## config.mk

```make
export PLATFORM = sky130hd
export DESIGN_NAME = cifs_ram
export DESIGN_NICKNAME = d
export VERILOG_FILES = /design/src/hw/rtl/cifs_ram.sv
export SDC_FILE = /design/constraint.sdc
export NUM_CORES = 1
export LEC_CHECK = 0
export ABC_AREA = 1
export BUFFER_PORTS_ARGS = -buffer_cell sky130_fd_sc_hd__buf_2
export CORE_ASPECT_RATIO = 0.9
export CORE_UTILIZATION = 30
export DETAILED_ROUTE_END_ITERATION = 7
export PLACE_DENSITY = 0.43
export SETUP_SLACK_MARGIN = 0.4
export SLEW_MARGIN = 10
export SYNTH_ARGS = -nofsm -noshare
export SYNTH_HDL_FRONTEND = slang
export SYNTH_SLANG_ARGS = --single-unit
```

## constraint.sdc

```tcl
create_clock -name i_clk -period 1.7 [get_ports i_clk]
set_input_delay 0.425 -clock i_clk [delete_from_list [all_inputs] [get_ports i_clk]]
set_output_delay 0.425 -clock i_clk [all_outputs]
set_load 0.05 [all_outputs]
```

## src/hw/rtl/cifs_ram.sv

```systemverilog
// Simple dual-port synchronous RAM: one write port, one read port,
// registered read data. No dependencies.
module cifs_ram #(
    parameter int DATA_W = 8,
    parameter int DEPTH  = 16,
    parameter int ADDR_W = (DEPTH > 1) ? $clog2(DEPTH) : 1
) (
    input  logic              i_clk,
    input  logic              i_we,
    input  logic [ADDR_W-1:0] i_waddr,
    input  logic [DATA_W-1:0] i_wdata,
    input  logic              i_re,
    input  logic [ADDR_W-1:0] i_raddr,
    output logic [DATA_W-1:0] o_rdata
);

    logic [DATA_W-1:0] mem [DEPTH];

    // Write port
    always_ff @(posedge i_clk) begin
        if (i_we) begin
            mem[i_waddr] <= i_wdata;
        end
    end

    // Registered read port
    always_ff @(posedge i_clk) begin
        if (i_re) begin
            o_rdata <= mem[i_raddr];
        end
    end

endmodule

```

==> run summary <==
status: finished, final reports clean
CTS tree: done
Main synth FF type: edfxtp_1
worst-margin pin slew: 0.408 ns
Synth Area in Simple Gates: 0.208
post-synthesis sequential area ratio: 0.698
Layout Cells excl Fill: 865
Worst Setup End Kind: primary output
final WL: 15500 microns
crit path time final: 1.49 ns
Yosys top cell by area: edfxtp_1
Design Power: 7.45 mW
hold slack final: 0.378 ns
largest cells by area after synthesis: edfxtp_1 (70%), nand2_1 (11%), nand3_1 (8.3%)
H-tree depth: 4
CP max stage delay: 0.46 ns
Worst path slowest cell: edfxtp_1
R2R Setup Slk: 0.55 ns
largest family of logic cells by synthesized area: simple AND/OR/NAND/NOR gates
DR iter-0 viols: 336
Place WS: -0.0727 ns
Worst slew margin: 0.728
Async SR Flop Fraction: 0
WP buf/inv: 1
Mean Syn Cell Area: 10.6 sq um
multiplexer share of the synthesized area: 0
# rows: 48
die height: 134 microns
synth-to-layout area growth: 20.7%
Post-DRT Antenna Nets: 0
via count: 3877
Synth cell types: 11
mapped cell area: 5850 sq um
Final Wtd Congestion: 0.790
critical path startpoint category: flip-flop
WS Path Type: flip-flop to primary output
Initial Utilization: 0.305
#FFs+latches synth: 136
Post-CTS Setup Inserts: 0
CP max FO: 1
initial antenna violation count: 0
vias in the first global route: 3829
# setup viols final: 0
Layout Nets: 625
hpwl dp: 9710 microns
Worst path top cell family by delay: flip-flops
EDFF count, synth: 136
Fin. Hold Viols: 0
cells after synthesis: 551
# clock sinks: 136
RSZ-0062 raised after global routing: yes
core area: 19200 sq um
Max Slew Vio Count: 0
DRT Pass-1 Iters: 5
via/cell ratio: 4.48
ANT cells: 0
post-synthesis compound-gate area fraction: 0
data required time of the worst path: 1.27 ns
PD cells: 1060 nW/um^2
DP Area: 6430 sq um
GR Util All Layers: 0.166
fraction of layout cells with a size suffix above 1: 0.145
# port buffers: 26
xor/xnor share of the synthesized area: 0
top-area cell type share of the netlist area: 0.698
Fmax: 0.673 GHz
P_leak: 3.01 nW
Min-Delay Path Class: input pin to flip-flop
setup ws final: 0.213 ns
Max-Cap Viols: 0
VDD IR-drop max: 0.000642 V
pin count of the biggest net entering global routing: 33
most common cell in the netlist: nand2_1
first-pass GRT wire length: 23300 microns
clock slew at the register clock pins of the worst setup and hold paths: 0.05 ns
Yosys warning total: 0
Boundary Pins: 27
clock skew: 0.0100 ns
DIE WIDTH: 149 microns
Placed Cells: 834
DRC: 0
clk root buf: clkbuf_16
worst skew pair latency: 0.42 ns
per-cell routed wire length: 18.0 microns
Post-synth top cells: nand2_1 (173), edfxtp_1 (136), inv_1 (100)
post-route cell area: 7050 sq um
CTS Buffer Depth: 2
Synthesized Nets: 570
GRT overflow: 0
Die Area: 20100 sq um
Arr. time, crit path: 1.06 ns
cts bufs inserted: 17
period utilisation layout: 0.875
Cell Chain, Critical Path: buf_6
post-synthesis adder-cell area fraction: 0
==> sequential cells by signal (all words and copies together) (netlist names) <==
register	flops
mem	128
o_rdata	8
==> worst reg2reg max path, delay by kind of cell (launching register included) <==
| kind | cells | cell delay (ns) |
|---|---|---|
| AND/OR/NAND/NOR | 5 | 0.46 |
| buffers and inverters | 1 | 0.07 |
| flip-flops | 1 | 0.37 |
==> metal layers <==
metal	vias up	share of wire	global-route usage
met1	1879	0.47	0.235
met2	103	0.46	0.245
li1	1887	-	-
met3	8	0.056	0.0486
met5	-	0	0
met4	0	0.011	0.0499
==> report_power, final <==
group          leakage [nW]  switching, mW  total, mW  internal (mW)
registers              1.24         0.0303       3.81           3.78
logic                  1.54          0.410      0.607          0.197
clock network         0.235           1.24       3.03           1.78
total                  3.01           1.68       7.45           5.76
==> kinds of logic after synthesis <==
group / after synthesis
DFF: 136
and+or+nand+nor: 289
buffers and inverters: 126
==> repair_timing <==
action	in CTS	in global routing
setup endpoints to repair	11	16
hold buffers	0	0
gates resized for setup	17	8
gates cloned	2	1
==> metrics by stage <==
stage | util | TNS [ns]
floorplan | - | 0
global placement | 0.336 | -0.204
detailed placement | 0.336 | -0.318
CTS | 0.366 | 0
global route | 0.368 | 0
finish | 0.368 | 0
==> cell usage in the layout (no fill, tap or decap) <==
cell type	synthesis	routed
edfxtp_1	136	136
clkinv_1	0	5
buf_16	0	1
nor2_1	17	12
nand2_1	173	173
nor2_2	0	5
inv_4	0	1
buf_6	6	9
nand3_1	97	97
buf_4	4	26
clkinv_2	0	4
bufbuf_16	0	1
nand3b_1	2	2
clkbuf_16	0	18
buf_2	13	17
inv_8	0	1
buf_12	0	5
inv_2	2	1
inv_1	100	99
clkbuf_1	0	2
==> final timing paths <==
kind,start,endpoint,cells after the start
worst min-delay path,i_re,o_rdata[5],1
worst max-delay path,o_rdata[6],o_rdata[6],1
worst max register to register,mem[12][6],o_rdata[6],6
worst min register to register,mem[12][1],o_rdata[1],6
==> cell type report <==
type                            count  area [sq um]
Timing Repair Buffer               60           567
Multi-Input combinational cell    289          1230
Sequential cell                   136          4080
Clock inverter                      9          38.8
Clock buffer                       19           433
Tap cell                          250           313
Fill cell                        1898         12100
Inverter                          102           393
No activity file was read; power rests on OpenSTA's default activity.
