File: config.mk
export PLATFORM = sky130hd
export DESIGN_NAME = cifs_mod_unit
export DESIGN_NICKNAME = d
export VERILOG_FILES = /design/src/hw/rtl/cifs_pkg.sv /design/src/hw/rtl/cifs_mod_unit.sv
export SDC_FILE = /design/constraint.sdc
export NUM_CORES = 1
export LEC_CHECK = 0
export BUFFER_PORTS_ARGS = -buffer_cell sky130_fd_sc_hd__clkbuf_2
export CAP_MARGIN = 30
export CORE_MARGIN = 8
export CORE_UTILIZATION = 50
export DETAILED_ROUTE_END_ITERATION = 8
export PLACE_DENSITY = 0.71
export SLEW_MARGIN = 30
export SYNTH_ARGS = -nofsm -noshare
export SYNTH_HDL_FRONTEND = slang
export SYNTH_SLANG_ARGS = --single-unit
File: constraint.sdc
create_clock -name i_clk -period 3.2 [get_ports i_clk]
set_clock_uncertainty 0.05 [all_clocks]
set_input_delay 0.64 -clock i_clk [delete_from_list [all_inputs] [get_ports i_clk]]
set_output_delay 0.64 -clock i_clk [all_outputs]
set_load 0.02 [all_outputs]
File: src/hw/rtl/cifs_pkg.sv
// Shared types and constants for the connection-ID flow steering block.
// No dependencies; every other file in hw/rtl except cifs_ram imports this package.
package cifs_pkg;

    // Fixed field widths of the request and result ports
    localparam int ACTION_W = 3;
    localparam int KEY_W    = 64;
    localparam int WORKER_W = 8;
    localparam int STATUS_W = 2;
    localparam int TOTAL_W  = 5;

    // Defaults for the top-level parameters
    localparam int FLOW_ENTRIES_DEF   = 64;
    localparam int MAX_WORKERS_DEF    = 16;
    localparam int WORKER_ID_BITS_DEF = 8;

    // Request action codes
    localparam logic [ACTION_W-1:0] ACT_ADD    = 3'd0;
    localparam logic [ACTION_W-1:0] ACT_REMOVE = 3'd1;
    localparam logic [ACTION_W-1:0] ACT_REG    = 3'd2;
    localparam logic [ACTION_W-1:0] ACT_UNREG  = 3'd3;
    localparam logic [ACTION_W-1:0] ACT_LOOKUP = 3'd4;
    localparam logic [ACTION_W-1:0] ACT_ALLOC  = 3'd5;

    // Result status codes
    localparam logic [STATUS_W-1:0] STAT_OK       = 2'd0;
    localparam logic [STATUS_W-1:0] STAT_NOTFOUND = 2'd1;
    localparam logic [STATUS_W-1:0] STAT_NOWORK   = 2'd2;
    localparam logic [STATUS_W-1:0] STAT_FULL     = 2'd3;

    // Sequencer states of the top level
    typedef enum logic [2:0] {
        S_CLEAR,
        S_IDLE,
        S_SCAN,
        S_FLOW_FIN,
        S_UNREG,
        S_DIV,
        S_ALLOC_OUT
    } t_state;

endpackage

File: src/hw/rtl/cifs_mod_unit.sv
// Bit-serial remainder unit: 64-bit dividend modulo a small divisor,
// one quotient bit a cycle. Depends on cifs_pkg.
module cifs_mod_unit #(
    parameter int CNT_W = 5
) (
    input  logic                      i_clk,
    input  logic                      i_rst_n,
    input  logic                      i_start,
    input  logic [cifs_pkg::KEY_W-1:0] i_dividend,
    input  logic [CNT_W-1:0]          i_divisor,
    output logic                      o_done,
    output logic [CNT_W-1:0]          o_rem
);
    import cifs_pkg::*;

    localparam int STEP_W = $clog2(KEY_W);
    localparam logic [STEP_W-1:0] LAST_STEP = STEP_W'(KEY_W - 1);

    logic              r_busy, n_busy;
    logic              r_done, n_done;
    logic [STEP_W-1:0] r_step, n_step;
    logic [KEY_W-1:0]  r_dvd,  n_dvd;
    logic [CNT_W-1:0]  r_div,  n_div;
    logic [CNT_W-1:0]  r_rem,  n_rem;
    logic [CNT_W:0]    trial;

    // One restoring step: shift in the next dividend bit, subtract if it fits
    always_comb begin
        n_busy = r_busy;
        n_done = 1'b0;
        n_step = r_step;
        n_dvd  = r_dvd;
        n_div  = r_div;
        n_rem  = r_rem;
        trial  = {r_rem, r_dvd[KEY_W-1]};
        if (i_start) begin
            n_busy = 1'b1;
            n_step = '0;
            n_dvd  = i_dividend;
            n_div  = i_divisor;
            n_rem  = '0;
        end else if (r_busy) begin
            if (trial >= {1'b0, r_div}) begin
                n_rem = CNT_W'(trial - {1'b0, r_div});
            end else begin
                n_rem = trial[CNT_W-1:0];
            end
            n_dvd  = {r_dvd[KEY_W-2:0], 1'b0};
            n_step = r_step + 1'b1;
            if (r_step == LAST_STEP) begin
                n_busy = 1'b0;
                n_done = 1'b1;
            end
        end
    end

    always_ff @(posedge i_clk) begin
        if (!i_rst_n) begin
            r_busy <= 1'b0;
            r_done <= 1'b0;
        end else begin
            r_busy <= n_busy;
            r_done <= n_done;
        end
        r_step <= n_step;
        r_dvd  <= n_dvd;
        r_div  <= n_div;
        r_rem  <= n_rem;
    end

    assign o_done = r_done;
    assign o_rem  = r_rem;

endmodule

==> results of run 1 <==
[kinds of logic after synthesis]
| logic type | Yosys count | share of synthesized area, % |
|---|---|---|
| AO/OA/AOI/OAI | 13 | 3.49 |
| XOR/XNOR | 7 | 1.71 |
| adder cells (fa/ha/maj) | 7 | 2.65 |
| buffers and inverters | 17 | 2.03 |
| flip-flops | 82 | 65.1 |
| multiplexers | 66 | 20.8 |
| AND/OR/NAND/NOR | 31 | 4.26 |
[flip-flops by register name, summed over array words and instances (netlist names)]
register,count
r_busy,1
r_dvd,64
o_done,1
r_step,6
r_div,5
o_rem,5
[cell usage in the layout, fill, tap and decap left out, types with 3 or more instances in the layout]
cell and instances:
nor2_1 10, clkbuf_8 9, mux2_2 63, xnor2_1 3
a21oi_1 3, o21ai_0 3, clkbuf_2 76, buf_4 5
inv_1 7, dfxtp_1 13, bufinv_16 3, edfxtp_1 69
nand2_1 9, xor2_1 4, ha_1 6
[final cells by class]
type | count | area, µm²
Clock buffer | 11 | 131
Clock inverter | 5 | 103
Fill cell | 576 | 2780
Inverter | 8 | 30.0
Multi-Input combinational cell | 124 | 1180
Sequential cell | 82 | 2330
Tap cell | 99 | 124
Timing Repair Buffer | 81 | 418
[layer usage]
metal  global-route usage (%)  vias to the layer above  wire [µm]  part of all wire [%]
li1                         -                     1009          -                     -
met1                     15.4                      978       2790                    44
met2                     21.5                       41       3210                    50
met3                     4.63                        2        368                   5.8
met4                     4.88                        0         34                  0.53
met5                        0                        -          0                     0
[power by group through the flow]
stage	sequential, mW	combinational [mW]	clock (mW)
2_1_floorplan	1.33	0.194	0
3_3_place_gp	1.34	0.278	0
3_5_place_dp	1.34	0.286	0
4_1_cts	1.32	0.288	0.896
5_1_grt	1.33	0.311	0.932
6_report	1.32	0.281	0.865
[path summary, 6_finish.rpt]
| check | end | slack, ps | cells past startpoint |
|---|---|---|---|
| max | o_rem[0]$_SDFFE_PP0P_ | 1030 | 8 |
| min reg2reg | r_step[5]$_SDFFE_PP0P_ | 450 | 2 |
| min | r_div[1]$_DFFE_PP_ | 440 | 1 |
| max reg2reg | o_rem[0]$_SDFFE_PP0P_ | 1030 | 8 |
==> impl_metrics.yaml, run 1 <==
power:
  intPower_mw: 1.95
  p_sw_share_pct: 20.8
  p_comb_share_pct: 11.4
  powerDensity_mw_per_mm2: 570
  p_leak_nw: 1.71
  peakVddDrop_uv: 236
  switching_power_mw: 0.511
  finalPower_mw: 2.46
  pwr-share-clk_pct: 35.1
  power_frac_seq_pct: 53.4
synthesis:
  yosysTopAreaCellShare_pct: 57.8
  synthTopCellsByArea: "edfxtp_1 58%, mux2_2 20%, dfxtp_1 7.3%"
  ys.flop_type: "edfxtp_1"
  ys_ff_latch: 82
  synthCells: 223
  yosysTopAreaCell: "edfxtp_1"
  syn-num-nets: 302
  synth.most_common_cell: "edfxtp_1"
  ys_seq_area_share_pct: 65.1
  synth_cell_type_count: 31
  synth_area_per_cell_um2: 16.1
  synth.cell_area_mm2: 0.00358
  yosys-top-cells-count: "69 x edfxtp_1, 63 x mux2_2, 13 x dfxtp_1"
  async_flop_share_pct: 0
  yosysWarnings: 0
  synth-edff-count: 69
cts:
  tritoncts: "done"
  post_cts_resized: 0
  path_clk_slew_ps: 80
  clk_path_buf_depth: 2
  cts.sink_count: 82
  numCtsBuffers: 9
  clk_latency_ps: 330
  cts-htree-levels: 3
  cts-root-buf: "clkbuf_8"
  post_cts_buffers: 0
  hold_buffers: 0
placed_design:
  placed_cells: 394
  place_worst_setup_slack_ps: 834
  place_congestion: 0.750
  port_buffers: 77
  hpwl_mm: 4.59
  placed_area_mm2: 0.00408
worst_setup_path:
  critPathBufInv: 2
  cp_slowest_cell: "fa_1"
  arrival_ps: 2380
  worstPathRequired_ps: 3410
  max_stage_delay_ps: 430
  path_common_cell: "inv_1"
  critPathCaptureType: "register"
  crit_type: "reg2reg"
  cp-startpoint: "r_dvd[63]$_DFFE_PP_"
  cp_cell_sequence: "inv_1, ha_1, inv_1, fa_1, a21oi_1, o221ai_4, mux2_4, a211oi_2"
  r2r_start: "r_dvd[63]$_DFFE_PP_"
  critical_path.top_delay_family: "compound AO/OA/AOI/OAI gates"
  path_max_fanout: 7
  start_kind: "register"
floorplanning:
  core_area_mm2: 0.00710
  io_pins: 78
  die_width_um: 101
  initial_core_util_pct: 50.5
  dieHeight_um: 101
  rows: 31
  die-area_mm2: 0.0101
global_route:
  grt_max_degree: 54
  grt_pass1_vias: 2209
  grt_usage_pct: 13.1
  antenna_found_initial: 0
  grt_pass1_wl_mm: 10.4
  grt_overflow_total: 0
layout:
  area_growth_pct: 20.5
  final_nets: 385
  drive_above_1_share_pct: 53.1
  diodes: 0
  stdcell_count: 410
  final_area_mm2: 0.00432
  final_core_util_pct: 60.8
drt:
  dr_total_vias: 2030
  dr.pass1.iters: 4
  drt_iter0_drc: 87
  viasPerCell: 4.95
  wl_per_cell_um: 15.6
  ant_nets: 0
  post-route-drc-count: 0
  drt_wl_total_mm: 6.40
sta:
  slew_headroom_pct: 55.2
  rsz0062_at_grt: "no"
  period_needed_ps: 2170
  finalSetupViolations: 0
  worst_slew_pin_slew_ps: 672
  slew_violations: 0
  finalSetupTns_ps: 0
  hold_viol: 0
  fmax_mhz: 460
  fin_ws_ps: 1030
  whs_ps: 436
  period_share_pct: 68.0
worst_hold_path:
  hold_start: "i_divisor[1]"
  hp-class: "in2reg"
run_status:
  status: "complete, no violations"
run:
  maxCapViolCount: 0
Note: power is estimated with default switching activity, not from simulation.
==> inputs of run 2 (changes only) <==
==> constraint.sdc (replaced) <==
create_clock -name i_clk -period 2.1 [get_ports i_clk]
set_clock_uncertainty 0.05 [all_clocks]
set_input_delay 0.42 -clock i_clk [delete_from_list [all_inputs] [get_ports i_clk]]
set_output_delay 0.42 -clock i_clk [all_outputs]
set_load 0.02 [all_outputs]
==> impl_metrics.yaml, run 2 (same netlist as run 1, synthesis figures left out) <==
floorplanning:
  rows: 31
  dieHeight_um: 101
  die_width_um: 101
  initial_core_util_pct: 50.5
  io_pins: 78
  core_area_mm2: 0.00710
  die-area_mm2: 0.0101
layout:
  final_area_mm2: 0.00434
  stdcell_count: 413
  area_growth_pct: 21.1
  reg_top3: "r_dvd: 64 flops, r_step: 6 flops"
  mostFrequentLayoutCell: "clkbuf_2"
  mostFrequentLayoutCells: "76 x clkbuf_2, 69 x edfxtp_1, 63 x mux2_2"
  final_core_util_pct: 61.1
  diodes: 0
  largest_register_ffs: 64
  largest-register: "r_dvd"
  drive_above_1_share_pct: 54.8
  final_nets: 389
worst_setup_path:
  endpoint: "o_rem[3]$_SDFFE_PP0P_"
  cp-startpoint: "r_dvd[63]$_DFFE_PP_"
  reg2reg_depth: 9
  arrival_ps: 2140
  crit_type: "reg2reg"
  r2r_start: "r_dvd[63]$_DFFE_PP_"
  worstPathRequired_ps: 2310
  path_max_fanout: 6
  start_kind: "register"
  regToRegSetupSlack_ps: 170
  critPathCaptureType: "register"
  r2r-end: "o_rem[3]$_SDFFE_PP0P_"
sta:
  hold_viol: 0
  period_share_pct: 92.1
  finalSetupTns_ps: 0
  worst_slew_pin_slew_ps: 650
  rsz0062_at_grt: "no"
  finalSetupViolations: 0
  fmax_mhz: 517
  slew_violations: 0
  period_needed_ps: 1930
  slew_headroom_pct: 56.7
global_route:
  grt_usage_pct: 13.2
  grt_pass1_vias: 2217
  grt_overflow_total: 0
  grt_max_degree: 51
  grt_pass1_wl_mm: 10.3
  antenna_found_initial: 0
placed_design:
  placed_cells: 398
  placed_area_mm2: 0.00412
  place_congestion: 0.753
  hpwl_mm: 4.41
  port_buffers: 77
run_status:
  status: "complete, no violations"
cts:
  cts.sink_count: 82
  numCtsBuffers: 9
  cts-root-buf: "clkbuf_8"
  clk_path_buf_depth: 2
  path_clk_slew_ps: 80
  clk_latency_ps: 340
  hold_buffers: 0
  tritoncts: "done"
  cts-htree-levels: 3
drt:
  drt_iter0_drc: 65
  dr_total_vias: 2036
  wl_per_cell_um: 15.3
  drt_wl_total_mm: 6.31
  viasPerCell: 4.93
  dr.pass1.iters: 4
  ant_nets: 0
  post-route-drc-count: 0
power:
  finalPower_mw: 3.64
  p_leak_nw: 1.71
  peakVddDrop_uv: 445
  powerDensity_mw_per_mm2: 840
run:
  maxCapViolCount: 0
worst_hold_path:
  hp-class: "in2reg"
run 2: layer usage:
layer	GRT usage [%]	up-vias	wire length [µm]
met4	5.58	0	86
met3	5.18	8	391
li1	-	1006	-
met2	21.2	52	3130
met5	0	-	0
met1	15.3	970	2710
run 2: worst max-delay path, cell delays in order (launching register included):
cell	delay [ps]
edfxtp_1	360
inv_1	80
ha_1	150
inv_1	50
fa_2	340
a21oi_2	160
o221ai_4	140
buf_4	180
o2bb2a_1	280
o21ai_0	70
run 2: cell type report:
| class | instances | area (µm²) |
|---|---|---|
| Fill cell | 566 | 2760 |
| Sequential cell | 82 | 2330 |
| Multi-Input combinational cell | 124 | 1190 |
| Timing Repair Buffer | 85 | 448 |
| Clock buffer | 10 | 128 |
| Tap cell | 99 | 124 |
| Clock inverter | 5 | 80.1 |
| Inverter | 8 | 33.8 |
run 2: worst min-delay path by stage:
| stage | from | to | slack (ps) | cells after the start |
|---|---|---|---|---|
| floorplan | r_step[5]$_SDFFE_PP0P_ | r_step[5]$_SDFFE_PP0P_ | 410 | 2 |
| CTS | i_divisor[1] | r_div[1]$_DFFE_PP_ | 190 | 1 |
| global placement | r_step[5]$_SDFFE_PP0P_ | r_step[5]$_SDFFE_PP0P_ | 420 | 2 |
| finish | i_divisor[2] | r_div[2]$_DFFE_PP_ | 210 | 1 |
| detailed placement | r_step[5]$_SDFFE_PP0P_ | r_step[5]$_SDFFE_PP0P_ | 440 | 2 |
| global route | i_divisor[1] | r_div[1]$_DFFE_PP_ | 190 | 1 |
run 2: power by group:
group          leakage, nW  total [mW]  switching [mW]  internal (mW)
Sequential           0.799        2.00          0.0503           1.95
Clock               0.0984        1.20           0.534          0.662
Combinational        0.811       0.448           0.205          0.243
Total                 1.71        3.64           0.789           2.86
run 2: per-stage QoR:
step | hold WS [ps] | setup WS [ps]
finish | 212 | 167
global route | 190 | 28.9
CTS | 191 | 48.5
detailed placement | 443 | 66.9
global placement | 417 | 108
floorplan | 408 | 17.5
run 2: timing repair:
item / 4_1_cts / 5_1_grt
buffers inserted: 0 / 0
resized for setup: 0 / 2
endpoints found under the setup margin: 0 / 4
==> inputs of run 3 (changes only) <==
--- a/config.mk
+++ b/config.mk
@@ -7,10 +7,12 @@
 export LEC_CHECK = 0
 export BUFFER_PORTS_ARGS = -buffer_cell sky130_fd_sc_hd__clkbuf_2
 export CAP_MARGIN = 30
+export CELL_PAD_IN_SITES_DETAIL_PLACEMENT = 0
+export CELL_PAD_IN_SITES_GLOBAL_PLACEMENT = 1
 export CORE_MARGIN = 8
-export CORE_UTILIZATION = 50
+export CORE_UTILIZATION = 44
 export DETAILED_ROUTE_END_ITERATION = 8
-export PLACE_DENSITY = 0.71
+export PLACE_DENSITY = 0.75
 export SLEW_MARGIN = 30
 export SYNTH_ARGS = -nofsm -noshare
 export SYNTH_HDL_FRONTEND = slang
==> impl_metrics.yaml, run 3 (same netlist as run 1, synthesis figures left out) <==
sta:
  worst_slew_pin_slew_ps: 358
  hold_viol: 0
  finalSetupViolations: 0
  fin_ws_ps: 146
  fmax_mhz: 512
  rsz0062_at_grt: "no"
  slew_violations: 0
  period_share_pct: 93.0
  finalSetupTns_ps: 0
  slew_headroom_pct: 76.1
  period_needed_ps: 1950
  whs_ps: 199
cts:
  clk_path_buf_depth: 2
  path_clk_slew_ps: 80
  cts.sink_count: 82
  post_cts_resized: 0
  tritoncts: "done"
  hold_buffers: 0
  clk_latency_ps: 350
  post_cts_buffers: 0
  cts-htree-levels: 3
  numCtsBuffers: 9
  cts-root-buf: "clkbuf_8"
layout:
  mostFrequentLayoutCell: "clkbuf_2"
  largest-register: "r_dvd"
  stdcell_count: 420
  multi_input_area_mm2: 0.00119
  final_core_util_pct: 53.8
  mostFrequentLayoutCells: "76 x clkbuf_2, 69 x edfxtp_1, 63 x mux2_2"
  final_area_mm2: 0.00433
  reg_top3: "r_dvd: 64 flops, r_step: 6 flops"
  area.sequential_mm2: 0.00233
  diodes: 0
  drive_above_1_share_pct: 55.2
  area_growth_pct: 20.8
  largest_register_ffs: 64
  final_nets: 389
  fillers: 713
floorplanning:
  die-area_mm2: 0.0113
  initial_core_util_pct: 44.5
  rows: 33
  io_pins: 78
  die_width_um: 106
  dieHeight_um: 106
  core_area_mm2: 0.00805
global_route:
  antenna_found_initial: 0
  grt_pass1_vias: 2263
  grt_max_degree: 47
  grt_overflow_total: 0
  grt_pass1_wl_mm: 10.9
  grt_usage_pct: 12.5
drt:
  drt_wl_total_mm: 6.57
  ant_nets: 0
  post-route-drc-count: 0
  viasPerCell: 4.87
  dr_total_vias: 2044
  dr.pass1.iters: 4
  drt_iter0_drc: 70
  wl_per_cell_um: 15.7
worst_hold_path:
  hp-class: "in2reg"
worst_setup_path:
  path_max_fanout: 6
  cp_cell_sequence: "inv_1, ha_1, inv_1, fa_2, a21oi_2, o221ai_4, buf_4, o2bb2a_1, o21ai_0"
  critPathCaptureType: "register"
  regToRegSetupSlack_ps: 150
  crit_type: "reg2reg"
  arrival_ps: 2180
  cp_slowest_cell: "edfxtp_1"
  max_stage_delay_ps: 360
  path_common_cell: "inv_1"
  start_kind: "register"
  worstPathRequired_ps: 2320
power:
  p_leak_nw: 1.70
  finalPower_mw: 3.49
  peakVddDrop_uv: 462
  powerDensity_mw_per_mm2: 806
run_status:
  status: "complete, no violations"
placed_design:
  place_worst_setup_slack_ps: 56.9
  placed_cells: 404
  port_buffers: 77
  place_congestion: 0.764
  hpwl_mm: 4.70
  placed_area_mm2: 0.00414
run:
  maxCapViolCount: 0
run 3: changes by cell type in the layout (fill, tap and decap cells not counted), sizes merged:
cell	previous run	this run
bufinv	2	0
clkinv	1	3
clkbuf	86	85
inv	7	9
run 3: cell type report:
cell class	instances	share of cell area (%)
sequential	82	53.9
multi-input combinational	124	27.6
timing repair buffer	85	10.6
tap	105	3.04
clock buffer	9	2.86
clock inverter	7	1.24
inverter	8	0.781
run 3: final timing paths:
| path | start | endpoint | depth (start not counted) |
|---|---|---|---|
| max | r_dvd[63]$_DFFE_PP_ | o_rem[4]$_SDFFE_PP0P_ | 9 |
| min | i_divisor[3] | r_div[3]$_DFFE_PP_ | 1 |
| max reg2reg | r_dvd[63]$_DFFE_PP_ | o_rem[4]$_SDFFE_PP0P_ | 9 |
| min reg2reg | r_step[5]$_SDFFE_PP0P_ | r_step[5]$_SDFFE_PP0P_ | 2 |
run 3: critical path: cells and delay by family (launching register included):
kind | cells | cell delay [ps]
AOI/OAI and AO/OA | 4 | 650
adders and majority gates | 2 | 500
DFF | 1 | 360
buffers and inverters | 3 | 330
run 3: where the power goes:
part           switching [mW]  internal [mW]  leakage, nW
Sequential             0.0534           1.95        0.799
Combinational           0.204          0.247        0.817
Clock                   0.596          0.439       0.0875
Total                   0.853           2.64         1.70
run 3: metal layers:
layer  up-vias  part of all wire, %  track usage [%]
met2        61                   46             18.3
met3        10                  8.1             6.41
met1       963                   45             15.4
li1       1010                    -                -
met4         0                  1.6             4.52
met5         -                    0                0
